### src/hdl/rpra_pkg.sv
package rpra_pkg;

    typedef enum logic [1:0]
    {
        OP_TICK    = 2'd0,
        OP_REQUEST = 2'd1,
        OP_RELEASE = 2'd2,
        OP_STOP    = 2'd3
    } opcode_t;

    typedef enum logic [1:0]
    {
        REG_RANK_MODE = 2'd0,
        REG_BURNOUT   = 2'd1,
        REG_COOLDOWN  = 2'd2
    } reg_index_t;

    typedef enum logic [1:0]
    {
        ST_IDLE  = 2'd0,
        ST_SCAN  = 2'd1,
        ST_STOP  = 2'd2
    } state_t;

    localparam int unsigned ADDRESSABLE = 8;

    typedef struct packed
    {
        logic [1:0]  opcode;
        logic [2:0]  requester;
        logic [31:0] compile_start;
    } in_word_t;

    typedef struct packed
    {
        logic [2:0]  who;
        logic        granted;
        logic [31:0] grant_time;
        logic        last;
    } out_word_t;

    // Per-cell view handed from a cell to its neighbours
    typedef struct packed
    {
        logic        ready;
        logic        waiting;
        logic [31:0] deadline;
        logic [31:0] order;
    } cell_view_t;

    // Broadcast from the sequencer to every cell
    typedef struct packed
    {
        logic        do_request;
        logic        do_release;
        logic        do_grant;
        logic        do_refuse;
        logic [2:0]  sel;
        logic [31:0] deadline;
        logic [31:0] order;
        logic [31:0] free_at;
        logic [31:0] now;
        logic        by_deadline;
    } cell_ctrl_t;

endpackage

### src/hdl/rpra_cell.sv
module rpra_cell
    import rpra_pkg::*;
#(
    parameter int unsigned IDX = 0,
    parameter int unsigned N   = 8
)
(
    input  logic       clk,
    input  logic       rst_n,
    input  cell_ctrl_t ctrl,
    input  logic       left_free,
    input  logic       right_free,
    input  cell_view_t prev_view,
    input  cell_view_t next_view,
    output logic       res_free,
    output cell_view_t view,
    output logic       can_take
);

    logic        taken_reg;
    logic [31:0] free_at_reg;
    logic        waiting_reg;
    logic [31:0] deadline_reg;
    logic [31:0] order_reg;
    logic        mine;
    logic        prev_sel;
    logic        prev_grant;
    logic        rel_hit;

    assign mine       = (32'(ctrl.sel) == IDX);
    // resource IDX is also the right resource of the previous requester
    assign prev_sel   = (32'(ctrl.sel) == (IDX + N - 1) % N);
    assign prev_grant = ctrl.do_grant && prev_sel;
    assign rel_hit    = ctrl.do_release && (mine || prev_sel);
    assign res_free   = !taken_reg && (ctrl.now >= free_at_reg);

    always_comb
    begin
        view.ready    = (N > 1) && left_free && right_free;
        view.waiting  = waiting_reg;
        view.deadline = deadline_reg;
        view.order    = order_reg;
    end

    function automatic logic beats(input cell_view_t a, input cell_view_t b, input logic edf);
        if (edf && a.deadline != b.deadline)
            return a.deadline < b.deadline;
        return a.order < b.order;
    endfunction

    always_comb
    begin
        can_take = waiting_reg && view.ready
            && (!prev_view.waiting || !prev_view.ready || (N == 1)
                || beats(view, prev_view, ctrl.by_deadline))
            && (!next_view.waiting || !next_view.ready || (N == 1)
                || beats(view, next_view, ctrl.by_deadline));
    end

    always_ff @(posedge clk or negedge rst_n)
    begin
        if (!rst_n)
        begin
            taken_reg    <= 1'b0;
            free_at_reg  <= '0;
            waiting_reg  <= 1'b0;
            deadline_reg <= '0;
            order_reg    <= '0;
        end
        else
        begin
            if ((ctrl.do_grant && mine) || prev_grant)
                taken_reg <= 1'b1;
            else if (rel_hit)
                taken_reg <= 1'b0;
            // release frees resource IDX when IDX or its left neighbour releases
            if (rel_hit)
                free_at_reg <= ctrl.free_at;
            if (ctrl.do_request && mine)
            begin
                deadline_reg <= ctrl.deadline;
                order_reg    <= ctrl.order;
            end
            // a refusal wins over the request it answers
            if ((ctrl.do_grant || ctrl.do_refuse) && mine)
                waiting_reg <= 1'b0;
            else if (ctrl.do_request && mine)
                waiting_reg <= 1'b1;
        end
    end

endmodule

### src/hdl/ring_pair_resource_arbiter_top.sv
// After the accepting cycle the requesters are scanned one a cycle, in passes over
// min(NUM_REQUESTERS, 8) requesters, until a pass grants nothing; a stop adds a refusal
// pass and a closing scan state; once stopped a word only passes the closing one, and a
// refused request is answered in its accepting cycle. A result shows in the cycle after the
// next is decided or the word ends, the last as busy falls; results cannot stall. A
// word is taken only while idle. Reset (rst_n low, asynchronous) clears all but running.
module ring_pair_resource_arbiter_top
    import rpra_pkg::*;
#(
    parameter int unsigned NUM_REQUESTERS = 8
)
(
    input  logic        clk,
    input  logic        rst_n,
    input  logic        start,
    output logic        busy,
    input  in_word_t    in_word,
    output logic        result_valid,
    output out_word_t   result,
    input  logic        psel,
    input  logic        penable,
    input  logic        pwrite,
    input  logic [3:0]  paddr,
    input  logic [31:0] pwdata,
    output logic [31:0] prdata,
    output logic        pready
);

    localparam int unsigned N   = NUM_REQUESTERS;
    localparam int unsigned LIM = (N < ADDRESSABLE) ? N : ADDRESSABLE;
    localparam int unsigned SW  = 3;

    logic        edf_reg;
    logic [15:0] burn_reg;
    logic [15:0] cool_reg;
    logic [31:0] now_reg, now_next;
    logic        running_reg, running_next;
    logic [31:0] ocnt_reg, ocnt_next;
    state_t      state_reg, state_next;
    logic [SW-1:0] idx_reg, idx_next;
    logic        hit_reg, hit_next;
    logic        pend_reg, pend_next;
    out_word_t   pend_word_reg, pend_word_next;
    logic        out_v_reg, out_v_next;
    out_word_t   out_reg, out_next;
    cell_ctrl_t  ctrl;
    logic [N-1:0] res_free;
    logic [N-1:0] can_take;
    cell_view_t  views [N];
    logic        emit;
    out_word_t   emit_word;
    logic        accept;
    logic        in_range;
    logic        refuse_now;
    logic        cur_take;
    logic        cur_wait;
    logic        word_done;

    assign pready = 1'b1;
    assign accept = start && !busy;
    assign busy   = (state_reg != ST_IDLE);

    always_ff @(posedge clk or negedge rst_n)
    begin
        if (!rst_n)
        begin
            edf_reg  <= 1'b0;
            burn_reg <= '0;
            cool_reg <= '0;
        end
        else if (psel && penable && pwrite)
        begin
            case (reg_index_t'(paddr[3:2]))
                REG_RANK_MODE: edf_reg  <= pwdata[0];
                REG_BURNOUT:   burn_reg <= pwdata[15:0];
                REG_COOLDOWN:  cool_reg <= pwdata[15:0];
                default: ;
            endcase
        end
    end

    always_comb
    begin
        case (reg_index_t'(paddr[3:2]))
            REG_RANK_MODE: prdata = {31'd0, edf_reg};
            REG_BURNOUT:   prdata = {16'd0, burn_reg};
            REG_COOLDOWN:  prdata = {16'd0, cool_reg};
            default:       prdata = '0;
        endcase
    end

    genvar g;
    generate
        for (g = 0; g < N; g++)
        begin : g_cell
            rpra_cell #(.IDX(g), .N(N)) u_cell
            (
                .clk         (clk),
                .rst_n       (rst_n),
                .ctrl        (ctrl),
                .left_free   (res_free[g]),
                .right_free  (res_free[(g + 1) % N]),
                .prev_view   (views[(g + N - 1) % N]),
                .next_view   (views[(g + 1) % N]),
                .res_free    (res_free[g]),
                .view        (views[g]),
                .can_take    (can_take[g])
            );
        end
    endgenerate

    assign in_range   = (32'(in_word.requester) < N);
    assign refuse_now = accept && in_range && !running_reg
                        && (opcode_t'(in_word.opcode) == OP_REQUEST);

    // pick out the cell under the scan pointer
    always_comb
    begin
        cur_take = 1'b0;
        cur_wait = 1'b0;
        for (int unsigned i = 0; i < LIM; i++)
        begin
            if (32'(idx_reg) == i)
            begin
                cur_take = can_take[i];
                cur_wait = views[i].waiting;
            end
        end
    end

    // next state
    always_comb
    begin
        state_next   = state_reg;
        idx_next     = idx_reg;
        hit_next     = hit_reg;
        now_next     = now_reg;
        running_next = running_reg;
        ocnt_next    = ocnt_reg;
        case (state_reg)
            ST_IDLE:
            begin
                if (accept)
                begin
                    idx_next = '0;
                    hit_next = 1'b0;
                    case (opcode_t'(in_word.opcode))
                        OP_TICK:    now_next = now_reg + 32'd1;
                        OP_REQUEST: if (in_range) ocnt_next = ocnt_reg + 32'd1;
                        OP_STOP:    running_next = 1'b0;
                        default: ;
                    endcase
                    // a refused request is answered at once and ends the word
                    if (refuse_now)
                        state_next = ST_IDLE;
                    else if (opcode_t'(in_word.opcode) == OP_STOP)
                        state_next = running_reg ? ST_STOP : ST_SCAN;
                    else
                        state_next = ST_SCAN;
                end
            end
            ST_STOP:
            begin
                idx_next = idx_reg + SW'(1);
                if (32'(idx_reg) == LIM - 1)
                begin
                    idx_next   = '0;
                    state_next = ST_SCAN;
                end
            end
            ST_SCAN:
            begin
                if (!running_reg)
                    state_next = ST_IDLE;
                else
                begin
                    if (cur_wait && cur_take)
                        hit_next = 1'b1;
                    idx_next = idx_reg + SW'(1);
                    if (32'(idx_reg) == LIM - 1)
                    begin
                        idx_next = '0;
                        hit_next = 1'b0;
                        if (!(hit_reg || (cur_wait && cur_take)))
                            state_next = ST_IDLE;
                    end
                end
            end
            default: state_next = ST_IDLE;
        endcase
    end

    // outputs to the cells and result stream
    always_comb
    begin
        ctrl                 = '0;
        ctrl.now             = now_reg;
        ctrl.by_deadline     = edf_reg;
        ctrl.deadline        = in_word.compile_start + 32'(burn_reg);
        ctrl.order           = ocnt_reg;
        ctrl.free_at         = now_reg + 32'(cool_reg);
        emit                 = 1'b0;
        emit_word            = '0;
        emit_word.grant_time = now_reg;
        case (state_reg)
            ST_IDLE:
            begin
                ctrl.sel = in_word.requester;
                if (accept && in_range)
                begin
                    ctrl.do_request = (opcode_t'(in_word.opcode) == OP_REQUEST);
                    ctrl.do_release = (opcode_t'(in_word.opcode) == OP_RELEASE);
                end
                if (refuse_now)
                begin
                    ctrl.do_refuse = 1'b1;
                    emit           = 1'b1;
                    emit_word.who  = in_word.requester;
                end
            end
            ST_STOP:
            begin
                ctrl.sel = idx_reg;
                if (cur_wait)
                begin
                    ctrl.do_refuse = 1'b1;
                    emit           = 1'b1;
                    emit_word.who  = idx_reg;
                end
            end
            ST_SCAN:
            begin
                ctrl.sel = idx_reg;
                if (running_reg && cur_wait && cur_take)
                begin
                    ctrl.do_grant     = 1'b1;
                    emit              = 1'b1;
                    emit_word.who     = idx_reg;
                    emit_word.granted = 1'b1;
                end
            end
            default: ;
        endcase
    end

    // hold one result back so the final one can carry last;
    // a scan never emits on the cycle that closes the word
    assign word_done = (state_reg != ST_IDLE) && (state_next == ST_IDLE);

    always_comb
    begin
        pend_next      = pend_reg;
        pend_word_next = pend_word_reg;
        out_v_next     = 1'b0;
        out_next       = pend_word_reg;
        if (state_reg == ST_IDLE)
        begin
            if (emit)
            begin
                out_v_next    = 1'b1;
                out_next      = emit_word;
                out_next.last = 1'b1;
            end
        end
        else
        begin
            if (pend_reg && (emit || word_done))
            begin
                out_v_next    = 1'b1;
                out_next.last = word_done;
            end
            if (emit)
            begin
                pend_next      = 1'b1;
                pend_word_next = emit_word;
            end
            else if (word_done)
                pend_next = 1'b0;
        end
    end

    always_ff @(posedge clk or negedge rst_n)
    begin
        if (!rst_n)
        begin
            state_reg     <= ST_IDLE;
            idx_reg       <= '0;
            hit_reg       <= 1'b0;
            now_reg       <= '0;
            running_reg   <= 1'b1;
            ocnt_reg      <= '0;
            pend_reg      <= 1'b0;
            pend_word_reg <= '0;
            out_v_reg     <= 1'b0;
            out_reg       <= '0;
        end
        else
        begin
            state_reg     <= state_next;
            idx_reg       <= idx_next;
            hit_reg       <= hit_next;
            now_reg       <= now_next;
            running_reg   <= running_next;
            ocnt_reg      <= ocnt_next;
            pend_reg      <= pend_next;
            pend_word_reg <= pend_word_next;
            out_v_reg     <= out_v_next;
            out_reg       <= out_next;
        end
    end

    assign result_valid = out_v_reg;
    assign result       = out_reg;

endmodule

### config.mk
export PLATFORM = sky130hd
export DESIGN_NAME = ring_pair_resource_arbiter_top
export DESIGN_NICKNAME = d
export VERILOG_FILES = /design/src/hdl/rpra_pkg.sv /design/src/hdl/rpra_cell.sv /design/src/hdl/ring_pair_resource_arbiter_top.sv
export SDC_FILE = /design/constraint.sdc
export NUM_CORES = 2
export LEC_CHECK = 0
export BUFFER_PORTS_ARGS = -buffer_cell sky130_fd_sc_hd__buf_2
export CAP_MARGIN = 20
export CORE_ASPECT_RATIO = 2
export CORE_UTILIZATION = 45
export CTS_BUF_LIST = sky130_fd_sc_hd__clkbuf_4 sky130_fd_sc_hd__clkbuf_8
export CTS_CLUSTER_DIAMETER = 30
export CTS_CLUSTER_SIZE = 10
export DETAILED_ROUTE_END_ITERATION = 12
export GPL_TIMING_DRIVEN = 0
export PLACE_DENSITY = 0.7
export REMOVE_ABC_BUFFERS = 1
export SKIP_LAST_GASP = 1
export SLEW_MARGIN = 40
export SYNTH_ARGS = -nofsm -noshare
export SYNTH_HDL_FRONTEND = slang
export SYNTH_SLANG_ARGS = --single-unit
### constraint.sdc
create_clock -name clk -period 3.82 [get_ports clk]
set_clock_uncertainty 0.05 [all_clocks]
set_input_delay 0.573 -clock clk [delete_from_list [all_inputs] [get_ports clk]]
set_output_delay 0.573 -clock clk [all_outputs]
set_load 0.005 [all_outputs]
==> impl_metrics.csv <==
group,metric,value,unit
detailed_routing,post_drt_wl_per_cell,21.7,um
clocking,insertion_delay,0.89,ns
timing,timing.final.ws_setup,-0.759,ns
timing,hold_viol_final,0,
timing,fin_tns_setup,-55.78,ns
pwr,p_clk_share,25.2,%
clocking,htreeDepth,4,
timing,achievable-frequency,218,MHz
global_routing,track_usage,27.2,%
detailed_routing,vias,44200,
pwr,powerDensity,580,nW/um^2
worst_setup_path,critPathLaunchType,"flop",
floorplanning,io_pins,151,
synthesis,synthFlopType,"dfrtp_1",
timing,relSlewSlack,40.4,%
synthesis,synthTopCellsByArea,"dfrtp_1, ha_1, mux2_2, o21ai_0, nand2_1",
global_routing,grt_pass1_vias,45700,
synthesis,avgSynthCellArea,9.84,sq um
status,outcome,"finished with violations",
synthesis,syn_area,57000,sq um
worst_setup_path,rr_worst_depth,17,
worst_setup_path,path_max_fanout,13,
worst_setup_path,critPathCaptureType,"flop",
synthesis,async_reset_ff_share,100,%
detailed_routing,drt_iter0_drc,2511,
timing,timing.final.crit_share,120,%
worst_setup_path,rr_startpoint,"now_reg[19]",
timing,layout_min_cycle_time,4.58,ns
worst_setup_path,cp.required,4.51,ns
detailed_routing,drt-pass1-iter-count,5,
pwr,p_switching,15.4,mW
place,hpwl,128000,um
worst_setup_path,worst_path_most_repeated_cell,"buf_12",
min_path,min_path_type,"input port to flop",
timing,rsz0062_at_grt,"true",
floorplanning,die-width,254,um
pwr,p_int,23.5,mW
synthesis,synth_edf_count,0,
synthesis,yosysWarnings,0,
pwr,peakVddDrop,0.000486,V
synthesis,syn_inst,5791,
min_path,hold_end,"edf_reg",
worst_setup_path,reg2reg_slack,-0.76,ns
detailed_routing,routed_wl,172000,um
clocking,cts.clk_slew.worst_paths,0.07,ns
pwr,p_total,39.0,mW
final_layout,design_area,67200,sq um
synthesis,synth_top_area_share,42.3,%
pwr,p_leak,32.7,nW
min_path,hold_path_depth,4,
place,post_dp_cell_area,60300,sq um
timing,worst_slew_pin_slew,0.885,ns
global_routing,grt_pass1_wl,262000,um
worst_setup_path,startpoint,"now_reg[19]",
final_layout,nFillCells,11000,
synthesis,ys_seq_elements,963,
place,dp_slack,-2.30,ns
timing,setup_violations,92,
clocking,clock_path_buffers,3,
detailed_routing,drc,0,
detailed_routing,routed_via_density,5.60,
worst_setup_path,slowest_delay,0.56,ns
detailed_routing,ant_nets,1,
worst_setup_path,worst_ep_arrival_time,5.27,ns
floorplanning,dieArea,128000,sq um
place,io_buffers,115,
floorplanning,die_h,505,um
clocking,tritoncts,"yes",
synthesis,synth_seq_area_share,42.3,%
pwr,pwr-share-seq,35.8,%
clocking,root_buffer,"clkbuf_8",
clocking,cts_sinks,963,
pwr,swShare,39.6,%
timing,drv_slew,0,
synthesis,synth_top_area_cell,"dfrtp_1",
floorplanning,core,126000,sq um
pwr,p_comb_share,39.0,%
final_layout,drive_above_1_share,20.2,%
flow_run,maxCapViolCount,0,
clocking,cts_buffers,145,
worst_setup_path,rr_endpoint,"pend_word_reg[27]",
final_layout,syn_to_final_growth,17.9,%
floorplanning,start_util,45.3,%
worst_setup_path,crit_type,"flop to flop",
global_routing,antenna_found_initial,10,
final_layout,nets,6994,
worst_setup_path,cp_cell_sequence,"ha_4 > nand4_1 > nor4_4 > buf_4 > o311ai_4 > a21oi_4 > o21ai_4 > a21bo_4 > or2_4 > o311a_1 > o211ai_1 > and4_4 > buf_12 > o21ai_4 > buf_12 > buf_12 > mux2_1",
synthesis,yosys-top-cells-count,"dfrtp_1, ha_1, nand2_1, inv_1, o21ai_0",
floorplanning,placementRows,184,
synthesis,yosysUniqueCellTypes,86,
global_routing,grt_max_degree,104,
global_routing,grt-ovfl-total,0,
min_path,min_from,"paddr[2]",
status,violations,"antenna rules, setup timing",
worst_setup_path,cp_slowest_cell,"dfrtp_4",
place,gp_congestion,0.964,
synthesis,yosysMostFrequentCell,"dfrtp_1",
power by group through the flow:
stage	logic, mW	clock network, mW	registers [mW]
after floorplan	8.61	0	13.4
after global placement	12.6	0	14.1
after detailed placement	13.4	0	14.1
after CTS	14.8	10.1	13.9
after global routing	16.8	10.4	14.2
final	15.2	9.83	14.0
per-layer routing:
metal | wire length, um | track usage, % | vias up | part of all wire [%]
li1 | - | - | 20800 | -
met1 | 59300 | 27.4 | 21600 | 35
met2 | 87100 | 47.7 | 1199 | 51
met3 | 6960 | 3.99 | 600 | 4.1
met4 | 18300 | 25.6 | 4 | 11
met5 | 23 | 0 | - | 0.013
layout make-up:
| class | count | area [sq um] | share of cell area, % |
|---|---|---|---|
| flip-flops and latches | 963 | 24200 | 36.0 |
| clock inverters | 69 | 880 | 1.31 |
| repair buffers | 351 | 3410 | 5.07 |
| multi-input cells | 3941 | 31500 | 46.9 |
| clock buffers | 185 | 2430 | 3.61 |
| well taps | 1674 | 2090 | 3.12 |
| inverters | 699 | 2630 | 3.91 |
| diodes | 9 | 22.5 | 0.0335 |
worst max path at each step:
stage | to | cells past startpoint | slack, ns
6_report | pend_word_reg[27] | 17 | -0.76
5_1_grt | pend_word_reg[25] | 17 | -0.81
4_1_cts | pend_word_reg[27] | 15 | -0.67
3_5_place_dp | result[1] | 14 | -2.30
3_3_place_gp | ocnt_reg[21] | 1 | -18.90
2_1_floorplan | result[1] | 13 | -0.70
through the flow:
stage                     hold slack [ns]  instances  util (%)
after floorplan                     0.227       5603         -
after global placement              0.411       7392      46.8
after global routing               0.0768       7885      53.4
after CTS                         0.00574       7856      52.8
after detailed placement            0.307       7451      48.0
final                               0.106       7891      53.4
worst max-delay path, delay by kind of cell, from the launching register on:
kind | cells | cell delay (ns)
AND/OR/NAND/NOR | 4 | 1.05
buffers and inverters | 4 | 0.66
AO/OA/AOI/OAI | 7 | 1.44
multiplexers | 1 | 0.31
adder cells (fa/ha/maj) | 1 | 0.29
flip-flops | 1 | 0.56
cells in the final DEF, fill, tap and decap left out, types with 18 or more instances in the layout:
master,instances
a21oi_1,276
clkinv_2,21
buf_4,121
xor2_1,30
clkbuf_4,19
inv_1,690
dlygate4sd3_1,24
nand2_1,703
a22o_1,20
o21ai_0,588
and3_1,25
xnor2_2,19
nor3_1,30
a211oi_1,31
xnor2_1,41
nor2_1,128
mux2_2,331
ha_1,802
nor2b_1,24
and4_1,19
mux2_4,46
o21ai_1,25
buf_2,117
nand2b_1,18
nand3_1,97
buf_12,41
clkbuf_8,166
dfrtp_1,928
o211ai_1,34
nand4_1,129
o21a_1,18
dfrtp_4,19
a21o_1,85
timing repair:
| item | in CTS | in global routing |
|---|---|---|
| hold endpoints to repair | 135 | 0 |
| gates resized for setup | 304 | 97 |
| buffers inserted | 124 | 28 |
| hold buffers | 24 | 0 |
| setup endpoints to repair | 401 | 423 |
| pin swaps | 65 | 49 |
| gates cloned | 3 | 0 |
logic make-up after synthesis:
family	after synthesis	synth area share [%]
adders and majority gates	814	17.9
and+or+nand+nor	1299	10.4
DFF	963	42.3
muxes	388	7.86
other	2	0.0132
xor gates and xnor gates	120	1.84
AOI/OAI and AO/OA	1303	13.5
buffers and inverters	902	6.19
No activity file was read; power rests on OpenSTA's default activity.
